[src/hdl/mcm_pkg.sv]
// Shared types, constants and helpers for the Clause 45 MDIO frame master.
package mcm_pkg;

  localparam int PREAMBLE_BITS = 32;
  localparam int TOTAL_BITS    = PREAMBLE_BITS + 32;
  localparam int POS_W         = $clog2(TOTAL_BITS);

  // Input opcodes.
  localparam logic [2:0] OP_ADDR  = 3'd0;
  localparam logic [2:0] OP_WRITE = 3'd1;
  localparam logic [2:0] OP_READ  = 3'd2;
  localparam logic [2:0] OP_PRIA  = 3'd3;
  localparam logic [2:0] OP_TICK  = 3'd4;

  // Frame kinds as held by the engine.
  localparam logic [1:0] KIND_ADDR  = 2'd0;
  localparam logic [1:0] KIND_WRITE = 2'd1;
  localparam logic [1:0] KIND_READ  = 2'd2;
  localparam logic [1:0] KIND_PRIA  = 2'd3;

  localparam logic [15:0] WORD_MASK = 16'hFFFF;

  typedef enum logic [1:0] {
    IK_NONE,
    IK_CMD,
    IK_TICK
  } item_kind_t;

  // A classified word as it travels from the front end to the engine.
  typedef struct packed {
    item_kind_t  kind;
    logic [1:0]  frame_kind;
    logic [4:0]  port_addr;
    logic [4:0]  dev_addr;
    logic [15:0] word_value;
    logic        mdio_sample;
  } item_t;

  function automatic logic kind_is_read(input logic [1:0] k);
    return (k == KIND_READ) || (k == KIND_PRIA);
  endfunction

  // Two-bit opcode sent on the wire for a frame kind.
  function automatic logic [1:0] wire_opcode(input logic [1:0] k);
    logic [1:0] w;
    unique case (k)
      KIND_ADDR:  w = 2'b00;
      KIND_WRITE: w = 2'b01;
      KIND_READ:  w = 2'b11;
      default:    w = 2'b10;
    endcase
    return w;
  endfunction

endpackage

[src/hdl/mcm_front.sv]
// Front end: decodes the input opcode and builds the classified word.
module mcm_front (
  input  logic             in_valid,
  input  logic [2:0]       in_opcode,
  input  logic [4:0]       in_port_addr,
  input  logic [4:0]       in_dev_addr,
  input  logic [15:0]      in_word_value,
  input  logic             in_mdio_sample,
  input  logic             q_full,
  output logic             in_ready,
  output logic             push,
  output mcm_pkg::item_t   push_item
);

  assign in_ready = !q_full;
  assign push     = in_valid && !q_full;

  always_comb begin
    push_item.port_addr   = in_port_addr;
    push_item.dev_addr    = in_dev_addr;
    push_item.mdio_sample = in_mdio_sample;
    push_item.frame_kind  = in_opcode[1:0];
    push_item.word_value  = in_word_value;
    unique case (in_opcode)
      mcm_pkg::OP_ADDR, mcm_pkg::OP_WRITE: begin
        push_item.kind = mcm_pkg::IK_CMD;
      end
      mcm_pkg::OP_READ, mcm_pkg::OP_PRIA: begin
        // Read frames carry no word; the engine holds all ones instead.
        push_item.kind       = mcm_pkg::IK_CMD;
        push_item.word_value = mcm_pkg::WORD_MASK;
      end
      mcm_pkg::OP_TICK: begin
        push_item.kind = mcm_pkg::IK_TICK;
      end
      default: begin
        push_item.kind = mcm_pkg::IK_NONE;
      end
    endcase
  end

endmodule

[src/hdl/mcm_queue.sv]
// Two-entry queue of classified words between the front end and the engine.
module mcm_queue (
  input  logic             clk,
  input  logic             rst_n,
  input  logic             push,
  input  mcm_pkg::item_t   push_item,
  input  logic             pop,
  output logic             q_valid,
  output logic             q_full,
  output mcm_pkg::item_t   head_item
);

  mcm_pkg::item_t entry_r [2];
  logic       wr_ptr_r, wr_ptr_nxt;
  logic       rd_ptr_r, rd_ptr_nxt;
  logic [1:0] count_r, count_nxt;

  assign q_valid   = (count_r != 2'd0);
  assign q_full    = (count_r == 2'd2);
  assign head_item = entry_r[rd_ptr_r];

  always_comb begin
    wr_ptr_nxt = push ? !wr_ptr_r : wr_ptr_r;
    rd_ptr_nxt = pop ? !rd_ptr_r : rd_ptr_r;
    count_nxt  = count_r;
    if (push && !pop) begin
      count_nxt = count_r + 2'd1;
    end else if (pop && !push) begin
      count_nxt = count_r - 2'd1;
    end
  end

  always_ff @(posedge clk) begin
    if (!rst_n) begin
      wr_ptr_r <= 1'b0;
      rd_ptr_r <= 1'b0;
      count_r  <= 2'd0;
    end else begin
      wr_ptr_r <= wr_ptr_nxt;
      rd_ptr_r <= rd_ptr_nxt;
      count_r  <= count_nxt;
    end
  end

  always_ff @(posedge clk) begin
    if (push) begin
      entry_r[wr_ptr_r] <= push_item;
    end
  end

endmodule

[src/hdl/mcm_back.sv]
// Frame engine: bit counter, held frame fields, read shifter and output register.
module mcm_back (
  input  logic             clk,
  input  logic             rst_n,
  input  logic             q_valid,
  input  mcm_pkg::item_t   head_item,
  output logic             pop,
  output logic             out_valid,
  input  logic             out_ready,
  output logic             out_accepted,
  output logic             out_line_value,
  output logic             out_line_drive,
  output logic             out_busy_res,
  output logic             out_frame_done,
  output logic [15:0]      out_read_data,
  output logic             out_read_ok
);

  localparam int PW = mcm_pkg::POS_W;
  localparam logic [PW-1:0] P_SYNC = PW'(mcm_pkg::PREAMBLE_BITS);
  localparam logic [PW-1:0] P_OP   = PW'(mcm_pkg::PREAMBLE_BITS + 2);
  localparam logic [PW-1:0] P_PORT = PW'(mcm_pkg::PREAMBLE_BITS + 4);
  localparam logic [PW-1:0] P_DEV  = PW'(mcm_pkg::PREAMBLE_BITS + 9);
  localparam logic [PW-1:0] P_TA   = PW'(mcm_pkg::PREAMBLE_BITS + 14);
  localparam logic [PW-1:0] P_DATA = PW'(mcm_pkg::PREAMBLE_BITS + 16);
  localparam logic [PW-1:0] P_LAST = PW'(mcm_pkg::TOTAL_BITS - 1);

  logic          active_r, active_nxt;
  logic [PW-1:0] pos_r, pos_nxt;
  logic [1:0]    kind_r, kind_nxt;
  logic [4:0]    port_r, port_nxt;
  logic [4:0]    dev_r, dev_nxt;
  logic [15:0]   word_r, word_nxt;
  logic [15:0]   shift_r, shift_nxt;
  logic          turn_r, turn_nxt;

  logic          out_valid_r;
  logic          acc_r, val_r, drv_r, done_r;
  logic          acc_nxt, val_nxt, drv_nxt, done_nxt;

  logic          rd;
  logic [1:0]    wop;
  logic [PW-1:0] op_off, port_off, dev_off, data_off;

  assign pop = q_valid && (!out_valid_r || out_ready);

  assign rd       = mcm_pkg::kind_is_read(kind_r);
  assign wop      = mcm_pkg::wire_opcode(kind_r);
  // Offsets count down from the field's MSB, as the bits go out MSB first.
  assign op_off   = P_OP + PW'(1) - pos_r;
  assign port_off = P_PORT + PW'(4) - pos_r;
  assign dev_off  = P_DEV + PW'(4) - pos_r;
  assign data_off = P_LAST - pos_r;

  always_comb begin
    active_nxt = active_r;
    pos_nxt    = pos_r;
    kind_nxt   = kind_r;
    port_nxt   = port_r;
    dev_nxt    = dev_r;
    word_nxt   = word_r;
    shift_nxt  = shift_r;
    turn_nxt   = turn_r;
    acc_nxt    = 1'b0;
    val_nxt    = 1'b1;
    drv_nxt    = 1'b0;
    done_nxt   = 1'b0;
    case (head_item.kind)
      mcm_pkg::IK_CMD: begin
        if (!active_r) begin
          acc_nxt    = 1'b1;
          active_nxt = 1'b1;
          pos_nxt    = '0;
          kind_nxt   = head_item.frame_kind;
          port_nxt   = head_item.port_addr;
          dev_nxt    = head_item.dev_addr;
          word_nxt   = head_item.word_value;
        end
      end
      mcm_pkg::IK_TICK: begin
        if (active_r) begin
          drv_nxt = 1'b1;
          if (pos_r < P_SYNC) begin
            val_nxt = 1'b1;
          end else if (pos_r < P_OP) begin
            val_nxt = 1'b0;
          end else if (pos_r < P_PORT) begin
            val_nxt = wop[op_off[0]];
          end else if (pos_r < P_DEV) begin
            val_nxt = port_r[port_off[2:0]];
          end else if (pos_r < P_TA) begin
            val_nxt = dev_r[dev_off[2:0]];
          end else if (pos_r == P_TA) begin
            val_nxt = 1'b1;
          end else if (pos_r == P_TA + PW'(1)) begin
            if (rd) begin
              drv_nxt  = 1'b0;
              val_nxt  = 1'b1;
              turn_nxt = head_item.mdio_sample;
            end else begin
              val_nxt = 1'b0;
            end
          end else begin
            if (rd) begin
              drv_nxt   = 1'b0;
              val_nxt   = 1'b1;
              shift_nxt = {shift_r[14:0], head_item.mdio_sample};
            end else begin
              val_nxt = word_r[data_off[3:0]];
            end
          end
          if (pos_r == P_LAST) begin
            done_nxt   = 1'b1;
            active_nxt = 1'b0;
            pos_nxt    = '0;
          end else begin
            pos_nxt = pos_r + PW'(1);
          end
        end
      end
      default: begin
      end
    endcase
  end

  always_ff @(posedge clk) begin
    if (!rst_n) begin
      active_r    <= 1'b0;
      pos_r       <= '0;
      kind_r      <= mcm_pkg::KIND_ADDR;
      port_r      <= '0;
      dev_r       <= '0;
      word_r      <= '0;
      shift_r     <= '0;
      turn_r      <= 1'b1;
      out_valid_r <= 1'b0;
    end else begin
      if (pop) begin
        active_r <= active_nxt;
        pos_r    <= pos_nxt;
        kind_r   <= kind_nxt;
        port_r   <= port_nxt;
        dev_r    <= dev_nxt;
        word_r   <= word_nxt;
        shift_r  <= shift_nxt;
        turn_r   <= turn_nxt;
      end
      if (pop) begin
        out_valid_r <= 1'b1;
      end else if (out_ready) begin
        out_valid_r <= 1'b0;
      end
    end
  end

  // Result payload; the flag outputs of the state are taken after the update.
  always_ff @(posedge clk) begin
    if (pop) begin
      acc_r  <= acc_nxt;
      val_r  <= val_nxt;
      drv_r  <= drv_nxt;
      done_r <= done_nxt;
    end
  end

  assign out_valid      = out_valid_r;
  assign out_accepted   = acc_r;
  assign out_line_value = val_r;
  assign out_line_drive = drv_r;
  assign out_frame_done = done_r;
  assign out_busy_res   = active_r;
  assign out_read_data  = shift_r;
  assign out_read_ok    = !turn_r;

endmodule

[src/hdl/mdio_clause45_frame_master.sv]
// Top level of the Clause 45 MDIO frame master.
// Each input word is either a frame command (address, write, read or
// post-read-increment read) or a tick that stands for one MDC period, and
// each produces exactly one result word. The block takes one word per clock
// cycle while its queue is not full. A word first lands in a two-entry
// queue, and the frame engine, whose bit counter and read shifter finish one
// bus bit per tick word, then works it into an output register, from which
// its result is offered. The queue lets up to two words be taken while a
// finished result waits on out_ready.
// A frame is 32 preamble ones, start, opcode, port, device, turnaround and
// 16 data bits, MSB first; commands that arrive mid-frame are reported as
// not accepted and leave the frame untouched.
module mdio_clause45_frame_master (
  input  logic        clk,
  input  logic        rst_n,
  input  logic        in_valid,
  output logic        in_ready,
  input  logic [2:0]  in_opcode,
  input  logic [4:0]  in_port_addr,
  input  logic [4:0]  in_dev_addr,
  input  logic [15:0] in_word_value,
  input  logic        in_mdio_sample,
  output logic        out_valid,
  input  logic        out_ready,
  output logic        out_accepted,
  output logic        out_line_value,
  output logic        out_line_drive,
  output logic        out_busy_res,
  output logic        out_frame_done,
  output logic [15:0] out_read_data,
  output logic        out_read_ok
);

  logic           q_full;
  logic           q_valid;
  logic           push;
  logic           pop;
  mcm_pkg::item_t push_item;
  mcm_pkg::item_t head_item;

  mcm_front u_front (
    .in_valid       (in_valid),
    .in_opcode      (in_opcode),
    .in_port_addr   (in_port_addr),
    .in_dev_addr    (in_dev_addr),
    .in_word_value  (in_word_value),
    .in_mdio_sample (in_mdio_sample),
    .q_full         (q_full),
    .in_ready       (in_ready),
    .push           (push),
    .push_item      (push_item)
  );

  mcm_queue u_queue (
    .clk       (clk),
    .rst_n     (rst_n),
    .push      (push),
    .push_item (push_item),
    .pop       (pop),
    .q_valid   (q_valid),
    .q_full    (q_full),
    .head_item (head_item)
  );

  mcm_back u_back (
    .clk            (clk),
    .rst_n          (rst_n),
    .q_valid        (q_valid),
    .head_item      (head_item),
    .pop            (pop),
    .out_valid      (out_valid),
    .out_ready      (out_ready),
    .out_accepted   (out_accepted),
    .out_line_value (out_line_value),
    .out_line_drive (out_line_drive),
    .out_busy_res   (out_busy_res),
    .out_frame_done (out_frame_done),
    .out_read_data  (out_read_data),
    .out_read_ok    (out_read_ok)
  );

endmodule

[config.mk]
export PLATFORM = sky130hd
export DESIGN_NAME = mdio_clause45_frame_master
export DESIGN_NICKNAME = d
export VERILOG_FILES = /design/src/hdl/mcm_pkg.sv /design/src/hdl/mcm_front.sv /design/src/hdl/mcm_queue.sv /design/src/hdl/mcm_back.sv /design/src/hdl/mdio_clause45_frame_master.sv
export SDC_FILE = /design/constraint.sdc
export NUM_CORES = 1
export LEC_CHECK = 0
export BUFFER_PORTS_ARGS = -buffer_cell sky130_fd_sc_hd__buf_2
export CAP_MARGIN = 10
export CORE_ASPECT_RATIO = 0.7
export CORE_MARGIN = 4
export CORE_UTILIZATION = 45
export CTS_CLUSTER_DIAMETER = 30
export DETAILED_ROUTE_END_ITERATION = 10
export GPL_TIMING_DRIVEN = 0
export PLACE_DENSITY = 0.71
export SYNTH_ARGS = -nofsm -noshare
export SYNTH_HDL_FRONTEND = slang
export SYNTH_HIERARCHICAL = 1
export SYNTH_SLANG_ARGS = --single-unit
[constraint.sdc]
create_clock -name clk -period 4 [get_ports clk]
set_clock_uncertainty 0.05 [all_clocks]
set_input_delay 0.8 -clock clk [delete_from_list [all_inputs] [get_ports clk]]
set_output_delay 0.8 -clock clk [all_outputs]
set_load 0.005 [all_outputs]
Yosys cells after proc, flatten, opt, wreduce, memory -nomap -nowiden
Memory sizes are Yosys's and may differ from the RTL's. A register that Yosys moved wholly into a read port is not among the register bits. Cells that the tools add are included.

Add/subtract/negate cells: 7. Order comparisons: 9. Equal/unequal tests: 15. Muxes and demuxes: 43. Bitwise logic cells: 9. Reduce and logical (&&, ||, !) cells: 28.

Operators by type and width (number): $lt 6x6->1 const B (5); $mux 1 (30); $reduce_and 11->1 (2); $eq 6x6->1 const B (3); $mux 6 (3); $mux 16 (1); $pmux 6 s2 (1); $not 1->1 (9); $eq 2x2->1 const B (4); $lt 3x4->1 const B (2); $reduce_bool 2->1 (4); $logic_not 1->1 (7); $add 6x1->6 const B (1); $bmux 1 s3 (2); $eq 3x2->1 const B (2); $pmux 2 s3 (1); $lt 4x5->1 const B (1); $bmux 1 s4 (1); $eq 2x1->1 const B (2); $logic_and 1x1->1 (4); $mux 2 (2); $pmux 2 s2 (1); $reduce_and 2->1 (2); $reduce_and 4->1 (1); 19 further kinds (20).

Register bits: 61. RAM bits: 62. Bits of input ports: 34. Output and inout bits: 24. Memories kept: 1.

Memories: u_queue.entry_r (depth 2, bits a word 31, read ports 1, clocked after memory_dff 1, wr ports 1, RTL line mcm_queue.sv:13) `mcm_pkg::item_t entry_r [2];`.

Depth between registers and ports, before layout
Gate-level depths: netlist of run 1.

Word-level depth: 10. Mapped depth: 11. Mapped depth without buffers: 8.

Cells and area by module
The synthesis of run 1 kept the hierarchy.

By module, submodules not included: mcm_back (times used 1, cells an instance 298, area an instance 2750.1 um2, sequential area each 1181.1 um2); mcm_queue (times used 1, cells an instance 118, area an instance 2447.3 um2, sequential area each 1961.9 um2); mcm_front (times used 1, cells an instance 35, area an instance 270.3 um2, sequential area each 0.0 um2).

Worst setup path before layout of run 1
No wires, ideal clock.

Kind: input port to flip-flop. Start: in in_valid. End: mem u_queue/entry_r[0][0] (netlist bit) (enable). Library setup time: 0.424 ns. Arrival time: 2.481 ns. Required time: 3.526 ns. Setup slack: 1.045 ns. Stages: 2. Cell sequence: nor2b_1 > nor2b_1.

Longest elaborated chain between the ends: 3.

Ends and longest elaborated chain: from (decl) (RTL line mdio_clause45_frame_master.sv:16) `input logic in_valid,`; $logic_and 1x1->1 (RTL line mcm_front.sv:16) `assign push = in_valid && !q_full;`; $mux 1 (RTL line mcm_queue.sv:46) `if (push) begin`; $mux 1 (not written as such) (RTL line mcm_queue.sv:47) `entry_r[wr_ptr_r] <= push_item;`; to (decl) (RTL line mcm_queue.sv:13).

No other way between the ends.

==> out/metrics.cfg, run 1 <==
[status]
status=finished, final reports clean

[critical_path]
startpoint_type=register
crit_path_end_kind=register
crit_chain=buf_2, mux2_2, inv_1, ha_1, buf_2, nand2_1, or4b_4, nor3_4, buf_8, mux2i_1, nor2b_1
slowest_stage=or4b_4
critPathMaxFanout=10
worst_path_most_repeated_cell=buf_2
cpPeakStageDelay_ns=0.51
cp.arrival_ns=3.54
cp.required_ns=4.25
crit_type=reg -> reg

[clocking]
cts_tree=done
cts_buffer_depth=2
cts_made_buffers=17
cts_resized=0
cts_max_level=4
clk_latency_ns=0.40
postCtsSetupBuffers=0
cts.sink_count=124
holdBufCountCts=0
cts_root_buffer=clkbuf_16
clkTransAtPathRegs_ns=0.06

[drt]
via_per_inst=5.11
antenna_left=0
drc=0
routedWlPerCell_um=15.4
num_vias=3508
drt_iter0_markers=321
firstDrtPassIters=5
drt_wl_total_um=10600

[logic_synthesis]
yosys.area.top_type=edfxtp_1
syn-num-nets=493
yosysUniqueCellTypes=52
ys_top_cells_by_area=edfxtp_1 36%, dfxtp_1 21%, mux2_2 6.8%
async_flop_share=0
ys_ff_latch=124
synth_top_area_share=0.362
avgSynthCellArea_um2=12.1
synthFlopType=edfxtp_1
yosys_warnings=6
syn-cell-area_um2=5470
yosysSeqAreaShare=0.575
syn_inst=451
synth_edf_count=66

[timing]
worst_pin_slew_ns=0.815
fin_tns_setup_ns=0
finalHoldViolCount=0
drv_slew=0
fmax_mhz=304
fin_crit_ns=3.29
rsz0062_at_grt=no
relSlewSlack=0.457
setup_viol=0
period_share=0.824

[placed_design]
gp_congestion=0.909
port_buffers=46
dp_hpwl_um=7350

[power_and_ir_drop]
ir_drop_mv=0.383
power.density_nw_per_um2=581
leakage_nw=2.35
p_total_mw=3.77

[die]
die_w_um=140
coreArea_um2=11800
dieArea_um2=14000
pin_count=58
die_height_um=100
initial_core_util=0.463
num_rows=33

[grt]
grt_pass1_wl_um=17600
grt_pass1_vias=3419
antenna_found_initial=0
gr-total-overflow=0
grt_max_degree=32
track_usage=0.159

[cells_and_area]
nNetsFinal=559
layout-drive-gt1-share=0.300
seqCellArea_um2=3140
final_cell_mix=66 x edfxtp_1, 62 x nand2_1, 58 x dfxtp_1
multi_input_area_um2=2050
nFillCells=1001
antenna_cells=0
syn2layout_area_growth_pct=18.7
final_common_cell=edfxtp_1

[flow_run]
max_cap_viol_count=0

[min_path]
hp-class=reg -> reg

## cells by family (layout without fill, tap and decap cells)
group | after synthesis | in the layout | share of synthesized area
and+or+nand+nor | 147 | 147 | 0.145
DFF | 124 | 124 | 0.575
AOI/OAI and AO/OA | 59 | 59 | 0.0764
muxes | 58 | 58 | 0.127
buffers and inverters | 51 | 130 | 0.0519
adders and majority gates | 8 | 8 | 0.0183
xor gates and xnor gates | 4 | 4 | 0.00641
## flip-flops by register name (all words and copies together), names as in the netlist, 2 cells and up, named ones only
| name | count |
|---|---|
| u_back/pos_r | 6 |
| u_back/kind_r | 2 |
| u_back/port_r | 5 |
| u_queue/entry_r | 62 |
| u_back/out_read_data | 16 |
| u_back/dev_r | 5 |
| u_queue/count_r | 2 |
| u_back/word_r | 16 |
## path summary, 6_finish.rpt
path | slack [ns] | endpoint | depth (start not counted) | startpoint
min reg2reg | 0.41 | u_back/port_r[0]$_SDFFE_PN0P_ | 2 | u_back/port_r[0]$_SDFFE_PN0P_
max reg2reg | 0.71 | u_back/out_read_data[6]$_SDFFE_PN0P_ | 11 | register
min | 0.41 | u_back/port_r[0]$_SDFFE_PN0P_ | 2 | u_back/port_r[0]$_SDFFE_PN0P_
max | 0.71 | u_back/out_read_data[6]$_SDFFE_PN0P_ | 11 | register
## through the flow
step           hold slack, ns   util  instance area [um2]  std cells  setup WS (ns)
6_report                0.407  0.550                 6490        687          0.705
5_1_grt                 0.424  0.550                 6490        687          0.551
4_1_cts                 0.407  0.550                 6490        687          0.728
3_5_place_dp            0.400  0.502                 5930        655          0.738
3_3_place_gp            0.392  0.499                 5890        654        -0.0415
2_1_floorplan           0.382      -                 5470        451           1.05
## synth_stat cells, types with 7 or more instances
| library cell | instances |
|---|---|
| a21boi_0 | 22 |
| a21boi_1 | 10 |
| a21oi_1 | 7 |
| buf_2 | 8 |
| buf_4 | 14 |
| clkbuf_1 | 12 |
| dfxtp_1 | 58 |
| edfxtp_1 | 66 |
| ha_1 | 8 |
| inv_1 | 12 |
| mux2_2 | 33 |
| mux2i_1 | 19 |
| nand2_1 | 62 |
| nand2b_1 | 7 |
| nand2b_2 | 10 |
| nand3_1 | 7 |
| nor2_1 | 7 |
| nor2b_1 | 24 |
| nor3_1 | 8 |
## critical path: cells and delay by family (launching register included)
family / cells / cell delay, ns
and+or+nand+nor: 4 / 1.08
buffers and inverters: 4 / 0.81
muxes: 2 / 0.63
DFF: 1 / 0.46
adders and majority gates: 1 / 0.14
## area by class of cell
| type | instances | area share |
|---|---|---|
| Buffer | 38 | 0.0362 |
| Tap cell | 157 | 0.0303 |
| Multi-Input combinational cell | 276 | 0.316 |
| Timing Repair Buffer | 47 | 0.0397 |
| Clock inverter | 7 | 0.0100 |
| Sequential cell | 124 | 0.484 |
| Inverter | 13 | 0.00752 |
| Clock buffer | 25 | 0.0763 |
## routing by layer
metal | up-vias | routed length (um) | GRT usage
met4 | 0 | 102 | 0.0387
met5 | - | 0 | 0
met2 | 126 | 4600 | 0.231
met1 | 1649 | 5180 | 0.229
li1 | 1719 | - | -
met3 | 14 | 687 | 0.0538
## report_power, final
part / internal [mW] / leakage (nW) / switching [mW]
Sequential: 1.54 / 1.08 / 0.0704
Combinational: 0.325 / 0.999 / 0.416
Clock: 0.915 / 0.273 / 0.508
Total: 2.78 / 2.35 / 0.994
No activity file was read; power rests on OpenSTA's default activity.
==> run 2: changes to the inputs <==
- clock period: 4 -> 3.1 ns (I/O delays scaled with it)
==> out/metrics.cfg, run 2 (synthesis results as in run 1) <==
[cells_and_area]
largest_reg_flops=62  ; unchanged
final_common_cell=edfxtp_1
max_flop_register=u_queue/entry_r
nNetsFinal=559  ; unchanged
final_util=0.550  ; +0.000635
antenna_cells=0  ; unchanged
fin_area_um2=6500  ; +0.12%
final_cell_mix=66 x edfxtp_1, 62 x nand2_1, 57 x dfxtp_1
layout-drive-gt1-share=0.304  ; +0.00377
syn2layout_area_growth_pct=18.9

[grt]
gr-total-overflow=0  ; unchanged
grt_pass1_wl_um=17600  ; +0.27%
grt_pass1_vias=3423  ; +0.12%
grt_max_degree=32  ; unchanged
antenna_found_initial=0  ; unchanged
track_usage=0.159  ; +0.000412

[power_and_ir_drop]
ir_drop_mv=0.494  ; +29%
leakage_nw=2.36  ; +0.21%
power.density_nw_per_um2=750  ; +29%

[status]
status=finished, final reports clean

[min_path]
hp-class=in -> reg
worst_hold_startpoint=in_port_addr[2]
min_to=u_queue/entry_r[1][24]$_DFFE_PP_
hold_path_depth=1  ; -1

[critical_path]
crit_chain=buf_4, mux2_2, inv_1, ha_1, buf_2, nand2_1, or4b_4, nor3_4, buf_4, mux2i_1, nor2b_1
startpoint_type=register
cpPeakStageDelay_ns=0.52  ; about the same
cp.arrival_ns=3.21  ; -0.33 ns
slowest_stage=or4b_4
r2r_slack_ns=0.14  ; -0.56 ns
rr_endpoint=u_back/out_read_data[0]$_SDFFE_PN0P_
cp.required_ns=3.35  ; -0.90 ns
crit_buf_inv=4  ; unchanged
crit_type=reg -> reg
critPathTopFamily=simple AND/OR/NAND/NOR gates
crit_path_end_kind=register
worst_path_most_repeated_cell=buf_4
critPathMaxFanout=10  ; unchanged
ff2ff_path_depth=11  ; unchanged

[timing]
setup_ws_ns=0.141  ; -0.564 ns
period_share=0.954  ; +0.131
fin_crit_ns=2.96  ; -0.336 ns
hold_ws_ns=0.344  ; -0.0628 ns
drv_slew=0  ; unchanged
worst_pin_slew_ns=0.816  ; +0.000486 ns
fmax_mhz=338  ; +11%
relSlewSlack=0.456  ; about the same
rsz0062_at_grt=no
finalHoldViolCount=0  ; unchanged
setup_viol=0  ; unchanged

[drt]
drc=0  ; unchanged
num_vias=3490  ; -0.51%
via_per_inst=5.08  ; -0.51%
drt_iter0_markers=351  ; +9.3%
drt_wl_total_um=10600  ; +0.50%
routedWlPerCell_um=15.5  ; +0.50%
firstDrtPassIters=5  ; unchanged
antenna_left=0  ; unchanged

[clocking]
cts_root_buffer=clkbuf_16
cts.sink_count=124  ; unchanged
clkTransAtPathRegs_ns=0.05  ; about the same
cts_tree=done
cts_max_level=4  ; unchanged
holdBufCountCts=0  ; unchanged
clk_latency_ns=0.41  ; about the same
cts_buffer_depth=2  ; unchanged
cts_made_buffers=17  ; unchanged

[die]
coreArea_um2=11800  ; unchanged
pin_count=58  ; unchanged
die_w_um=140  ; unchanged
die_height_um=100  ; unchanged
initial_core_util=0.463  ; unchanged
dieArea_um2=14000  ; unchanged
num_rows=33  ; unchanged

[placed_design]
gp_congestion=0.909  ; unchanged
dp_hpwl_um=7350  ; unchanged
place_ws_ns=-0.162  ; -0.900 ns
port_buffers=46  ; unchanged
placed_cell_area_um2=5930  ; unchanged

[flow_run]
max_cap_viol_count=0  ; unchanged

==> run 2: per-layer routing <==
layer	track usage	routed length (um)
met5	0	0
met4	0.0387	99
met3	0.0538	670
met2	0.232	4590
met1	0.230	5270
==> run 2: where the power goes <==
group | switching [mW] | leakage, nW | total, mW | internal, mW
Combinational | 0.536 | 1.00 | 0.957 | 0.421
Clock | 0.658 | 0.273 | 1.84 | 1.18
Sequential | 0.0907 | 1.08 | 2.08 | 1.99
Total | 1.28 | 2.36 | 4.87 | 3.59
==> run 2: per-stage QoR <==
| step | std cells | TNS [ns] | total power, mW |
|---|---|---|---|
| finish | 687 | 0 | 4.87 |
| global route | 687 | 0 | 5.12 |
| CTS | 688 | 0 | 4.91 |
| detailed placement | 655 | -1.24 | 3.06 |
| global placement | 654 | -24.98 | 3.01 |
| floorplan | 451 | 0 | 2.77 |
==> run 2: layout make-up <==
| cell class | instances | area, um2 |
|---|---|---|
| Inverter | 13 | 48.8 |
| Buffer | 37 | 234 |
| Clock inverter | 7 | 65.1 |
| Clock buffer | 25 | 495 |
| Fill cell | 1000 | 5310 |
| Tap cell | 157 | 196 |
| Timing Repair Buffer | 48 | 265 |
| Multi-Input combinational cell | 276 | 2050 |
| Sequential cell | 124 | 3140 |
==> run 2: worst max path at each step <==
| stage | from | end | slack (ns) | cells after the start |
|---|---|---|---|---|
| 2_1_floorplan | in_valid | u_queue/entry_r[0][0]$_DFFE_PP_ | 0.33 | 2 |
| 3_3_place_gp | in_valid | u_queue/entry_r[0][17]$_DFFE_PP_ | -0.76 | 3 |
| 3_5_place_dp | register | u_back/out_read_data[6]$_SDFFE_PN0P_ | -0.16 | 11 |
| 4_1_cts | register | u_back/out_read_data[6]$_SDFFE_PN0P_ | 0.08 | 11 |
| 5_1_grt | register | u_back/out_read_data[5]$_SDFFE_PN0P_ | 0.02 | 11 |
| 6_report | register | u_back/out_read_data[0]$_SDFFE_PN0P_ | 0.14 | 11 |
==> run 2: timing repair <==
item | in CTS | in global routing
buffers inserted | 1 | 0
gates resized for setup | 1 | 1
endpoints found under the hold margin | 0 | 0
setup endpoints to repair | 10 | 36
pin swaps | 1 | 0
